==> config.mk <==
export PLATFORM = sky130hd
export DESIGN_NAME = rlim_front
export DESIGN_NICKNAME = d
export VERILOG_FILES = /design/src/hw/rtl/rlim_pkg.sv /design/src/hw/rtl/rlim_front.sv
export SDC_FILE = /design/constraint.sdc
export NUM_CORES = 1
export LEC_CHECK = 0
export BUFFER_PORTS_ARGS = -buffer_cell sky130_fd_sc_hd__clkbuf_2
export CAP_MARGIN = 40
export CORE_ASPECT_RATIO = 0.8
export CORE_MARGIN = 1.5
export CORE_UTILIZATION = 55
export CTS_BUF_LIST = sky130_fd_sc_hd__clkbuf_16
export DETAILED_ROUTE_END_ITERATION = 10
export PLACE_DENSITY = 0.85
export SYNTH_ARGS = -nofsm -noshare
export SYNTH_HDL_FRONTEND = slang
export SYNTH_SLANG_ARGS = --single-unit
export TNS_END_PERCENT = 1
==> constraint.sdc <==
create_clock -name clk -period 13.87 [get_ports clk]
set_input_delay 2.0805 -clock clk [delete_from_list [all_inputs] [get_ports clk]]
set_output_delay 2.0805 -clock clk [all_outputs]
set_load 0.02 [all_outputs]
==> src/hw/rtl/rlim_pkg.sv <==
// Package for the per-source fixed-window rate limiter.
// Holds shared constants, verdict codes and the item, table-entry and status types.
// No dependencies.
`default_nettype none

package rlim_pkg;

    localparam int TABLE_ENTRIES_DEF = 1024;

    localparam logic [31:0] THRESHOLD_RST = 32'd10;
    localparam logic [63:0] WINDOW_RST    = 64'd1000000000;

    localparam logic [13:0] IPV4_MIN_BYTES = 14'd34;
    localparam logic [15:0] ETYPE_IPV4     = 16'h0800;

    localparam logic [1:0] VERDICT_PASS  = 2'd0;
    localparam logic [1:0] VERDICT_DROP  = 2'd1;
    localparam logic [1:0] VERDICT_ABORT = 2'd2;
    localparam logic [1:0] VERDICT_RSVD  = 2'd3;

    localparam logic CFG_THRESHOLD = 1'b0;
    localparam logic CFG_WINDOW    = 1'b1;

    localparam logic [31:0] COUNT_MAX = 32'hFFFF_FFFF;

    // One classified packet on its way from the front to the back
    typedef struct packed {
        logic        eligible;
        logic [31:0] key;
        logic [63:0] now;
    } item_t;

    // One table slot as held in the RAM
    typedef struct packed {
        logic [31:0] key;
        logic [63:0] start;
        logic [31:0] count;
    } entry_t;

    // Status from the back end
    typedef struct packed {
        logic full;
        logic idle;
    } stat_t;

endpackage

`default_nettype wire

==> src/hw/rtl/rlim_front.sv <==
// Front end: classify incoming packets and hold them in a two-deep queue.
// Depends on rlim_pkg.
`default_nettype none

module rlim_front
    import rlim_pkg::*;
(
    input  wire logic        clk,
    input  wire logic        rst_n,
    input  wire logic        start,
    output logic             busy,
    input  wire logic [13:0] frame_length,
    input  wire logic [15:0] ether_type,
    input  wire logic [31:0] source_address,
    input  wire logic [63:0] now_ns,
    output logic             avail,
    output item_t            head,
    input  wire logic        pop
);

    item_t       q_reg [2];
    logic        wr_ptr_reg, wr_ptr_next;
    logic        rd_ptr_reg, rd_ptr_next;
    logic [1:0]  level_reg, level_next;
    logic        push;
    item_t       item_in;

    assign busy  = (level_reg == 2'd2);
    assign avail = (level_reg != 2'd0);
    assign head  = q_reg[rd_ptr_reg];
    assign push  = start && !busy;

    always_comb
    begin
        item_in.eligible = (frame_length >= IPV4_MIN_BYTES) && (ether_type == ETYPE_IPV4);
        item_in.key      = source_address;
        item_in.now      = now_ns;
    end

    always_comb
    begin
        wr_ptr_next = push ? ~wr_ptr_reg : wr_ptr_reg;
        rd_ptr_next = pop  ? ~rd_ptr_reg : rd_ptr_reg;
        level_next  = level_reg + 2'(push) - 2'(pop);
    end

    always_ff @(posedge clk or negedge rst_n)
    begin
        if (!rst_n)
        begin
            wr_ptr_reg <= 1'b0;
            rd_ptr_reg <= 1'b0;
            level_reg  <= 2'd0;
        end
        else
        begin
            wr_ptr_reg <= wr_ptr_next;
            rd_ptr_reg <= rd_ptr_next;
            level_reg  <= level_next;
        end
    end

    always_ff @(posedge clk)
    begin
        if (push)
        begin
            q_reg[wr_ptr_reg] <= item_in;
        end
    end

endmodule

`default_nettype wire

After elaboration in Yosys (flattened, before gate mapping):

Memories as Yosys holds them, arrays and structs flattened.
Cells that the tools add are included.

* register bits: 4
* memories: 1
* memory bits (writable): 194

Memories
* q_reg: words 2, bits a word 97, read ports 1, clocked after memory_dff 0, write ports 1, line rlim_front.sv:21 `item_t q_reg [2];`

* multiplexer cells: 2
* reductions and logical operators: 4
* equal/unequal tests: 2
* bitwise gates (word level): 2
* add/subtract/negate cells: 2
* order comparisons: 1

Operator list (number)
* $eq 16x12->1 const B: 1
* $ge 14x6->1 const B: 1
* $add 2x1->2: 1
* $eq 2x2->1 const B: 1
* $logic_and 1x1->1: 2
* $mux 1: 2
* $not 1->1: 2
* $reduce_bool 2->1: 1
* $sub 2x1->2: 1
* $logic_not 1->1: 1

Depth between registers and ports, before layout:

* word-level depth: 5
* gate-level depth with buffers: 7
* mapped depth without buffers: 7

Least setup slack after synthesis:

OpenSTA, ideal clock, no wires.

* path type: input -> register
* from: input port start
* to: memory q_reg[0][0] in the netlist's numbering (enable)
* cell stages on the path: 2
* data arrival time: 6212 ps
* setup slack: 7104 ps
* library setup time: 553 ps
* data required time: 13317 ps
* path through: nand2_1 nor2_1

* longest elaborated chain between the ends: 3

RTL lines
* start, declared: line rlim_front.sv:10 `input wire logic start,`
* $logic_and 1x1->1: line rlim_front.sv:31 `assign push = start && !busy;`
* $mux 1: line rlim_front.sv:65 `if (push)`
* $mux 1 (not written as such): line rlim_front.sv:67 `q_reg[wr_ptr_reg] <= item_in;`
* end, declared: line rlim_front.sv:21

No other way between the ends.

==> key figures <==
Logic synthesis
  • Post-Synthesis Cells: 328
  • Synth Cell Area: about 7300 um2
  • Sequential area share after synthesis: approximately four fifths
  • Mapped Avg Cell Area: approximately 22 um2
  • Post-synth cell types: 20
  • Ys Warns: 0
  • Synth area leaders: edfxtp_1 79%, mux2_2 12%, mux2_4 4.1%
  • Post-synth top cells: 194 x edfxtp_1, 77 x mux2_2, 20 x mux2_4
  • Cell taking the most area after synthesis: edfxtp_1
  • Top FF cell, synth: edfxtp_1
  • Synth Net Count: 460
  • Synthesis-stage register bit count: 198
  • Top-count cell post-synth: edfxtp_1
  • Top-area cell type share of the netlist area: between 70 and 80%
  • Post-synth EDFFs: around 190
  • Async S/R FF share, synth: slightly above 2%

Floorplan
  • Die area: around 14000 um2
  • Die Span Y: 106 um
  • Rows: 37
  • Core region area: 12900 um2
  • Starting density of the core: 56.7%
  • I/O pin cnt: 229
  • Die Wd: 132 um

Layout
  • Layout cells sized above 1: between 60 and 70%
  • Nets: 699
  • Syn-to-layout area delta: 25.9%
  • Max reg flops: 194
  • Register Area: 5930 um2
  • Multi-input logic area: 1330 um2
  • # diodes: 0
  • Fin cells: 754
  • Fillers: 787

CTS
  • Clk slew on worst S/H paths: 60 ps
  • CTS Buf Count: 17
  • Setup bufs post-CTS: 0
  • Clk root buf: clkbuf_16
  • Clk_lat worst skew: 420 ps
  • Post-cts hold buffer count: 0
  • Post-CTS sizing: 0
  • Clock tree sinks: a little under 200
  • Maximum clock path buffer count: 2
  • CTS tree: built
  • Htree depth: 4

Job
  • Maxcap violations: 0

STA
  • Setup_tns: 0 ps
  • Worst Tran Pin Value: about 750 ps
  • Clock period minus worst slack: 4710 ps
  • Max-slew headroom: 50.0%
  • # setup viols final: 0
  • Slew Limit Fails: 0
  • Crit share post-route: 33.9%
  • Worst setup margin: 9160 ps
  • Clock Skew: ~7.8 ps
  • Hold_ws: 524 ps
  • Final Hold Viols: 0
  • Max Clk Rate: 212 MHz
  • RSZ-0062 raised after global routing: no

Setup path
  • Critical Path RT: about 12000 ps
  • Critical path endpoint category: output pin
  • Worst path cell trace: buf_4 > mux2_2 > clkbuf_2
  • Worst EP arrival: 2630 ps
  • Worst Path Max Fanout: 52
  • Worst setup SP type: flip-flop
  • Crit path kind: flip-flop to output pin
  • Max incr delay on CP: 880 ps
  • Register-to-register path setup slack: 11360 ps
  • Slowest stage cell, crit path: dfrtp_4

GRT
  • Congestion Overflow GR: 0
  • Global-route wire length before repair: slightly above 20 mm
  • Initial antenna violation count: 0
  • Vias in the first global route: about 4.0k
  • Overall Global Routing Usage: approximately 20%
  • Pin count of the biggest net entering global routing: 58

Drt
  • Vias per cell: about 5
  • Starting DRC count in detailed routing: between 200 and 250
  • Antenna Violating Nets Remaining: 0
  • DR WL/cell: roughly 18 um
  • DRC violations left: 0
  • Detailed-route wire length: 13.7 mm
  • DR vias: 3857
  • First-pass iteration count of the detailed router: 4

Power
  • Max rail drop VDD: 0.000159 V
  • PwrDens: 216 nW/um2
  • Pleak: 3.62 nW

Placed design
  • DP Cell Count: 723
  • DP Worst Slack: 9580 ps
  • Placer Congestion: between 0.7 and 0.8
  • HPWL Detailed: 9.29 mm
  • Port Buffers: 227

Hold path
  • Worst min-delay path class: flip-flop to flip-flop

Run status
  • Outcome: finished clean
-- power breakdown --
part / switching, mW / total, mW / internal [mW]
combinational: 0.383 / 0.647 / 0.264
sequential: 0.0627 / 0.882 / 0.819
clock: 0.203 / 0.466 / 0.263
total: 0.648 / 1.99 / 1.35
-- metal layers --
layer	GRT usage, %	vias up	part of all wire (%)
li1	-	1786	-
met1	23.7	1900	39
met2	33.4	153	52
met3	7.06	18	7.4
met4	8.65	0	1.5
met5	0	-	0
-- critical path: cells and delay by family (launching register included) --
family                 cells  cell delay [ps]
buffers and inverters      2              870
DFF                        1              880
muxes                      1              420
-- stage by stage --
stage               total power, mW  util [%]  instance area, um2
floorplan                      1.35         -                7330
detailed placement             1.54      67.1                8660
global route                   2.08      71.4                9230
finish                         1.99      71.4                9230
global placement               1.51      66.9                8640
CTS                            2.02      71.4                9230
-- area by class of cell --
| cell class | instances | share of cell area, % |
|---|---|---|
| Tap cell | 175 | 2.37 |
| Inverter | 2 | 0.0814 |
| Clock buffer | 17 | 4.61 |
| Timing Repair Buffer | 231 | 12.8 |
| Multi-Input combinational cell | 117 | 14.4 |
| Sequential cell | 198 | 64.3 |
| Clock inverter | 14 | 1.49 |
-- path summary, 6_finish.rpt --
| kind | start | to | cells after the start |
|---|---|---|---|
| max reg2reg | level_reg[1] | q_reg[0][45] | 5 |
| min reg2reg | level_reg[0] | level_reg[0] | 1 |
| min in group asynchronous | rst_n | level_reg[0] | 1 |
| max | rd_ptr_reg | head[64] | 3 |
| max in group asynchronous | rst_n | rd_ptr_reg | 1 |
| min | level_reg[0] | level_reg[0] | 1 |
-- placed cells by master (no fill, tap or decap) --
master      synthesis  routed
clkbuf_2            0     227
edfxtp_1          194     194
mux2_2             77      77
mux2_4             20      20
clkbuf_16           0      17
nor4_1              5       5
inv_1               2       4
clkinv_2            0       4
xnor2_1             3       3
dfrtp_1             4       3
buf_4               0       3
ha_1                2       2
bufinv_16           0       2
clkinvlp_4          0       2
clkinv_4            0       2
inv_6               0       2
nand2b_1            1       1
nand2_1             1       1
or2_2               1       1
and3_4              0       1
o41ai_1             1       1
nor4b_1             1       1
nand4_1             1       1
a31oi_1             1       1
nor2_4              0       1
xor2_1              1       1
buf_12              0       1
dfrtp_4             0       1
-- cells by family after synthesis --
| logic type | count (synthesis) | share of synthesized area, % |
|---|---|---|
| xor gates and xnor gates | 4 | 0.478 |
| DFF | 198 | 80.9 |
| adders and majority gates | 2 | 0.341 |
| buffers and inverters | 13 | 1.20 |
| muxes | 97 | 15.9 |
| AOI/OAI and AO/OA | 2 | 0.205 |
| and+or+nand+nor | 12 | 0.990 |
(Power assumes the default switching activity.)
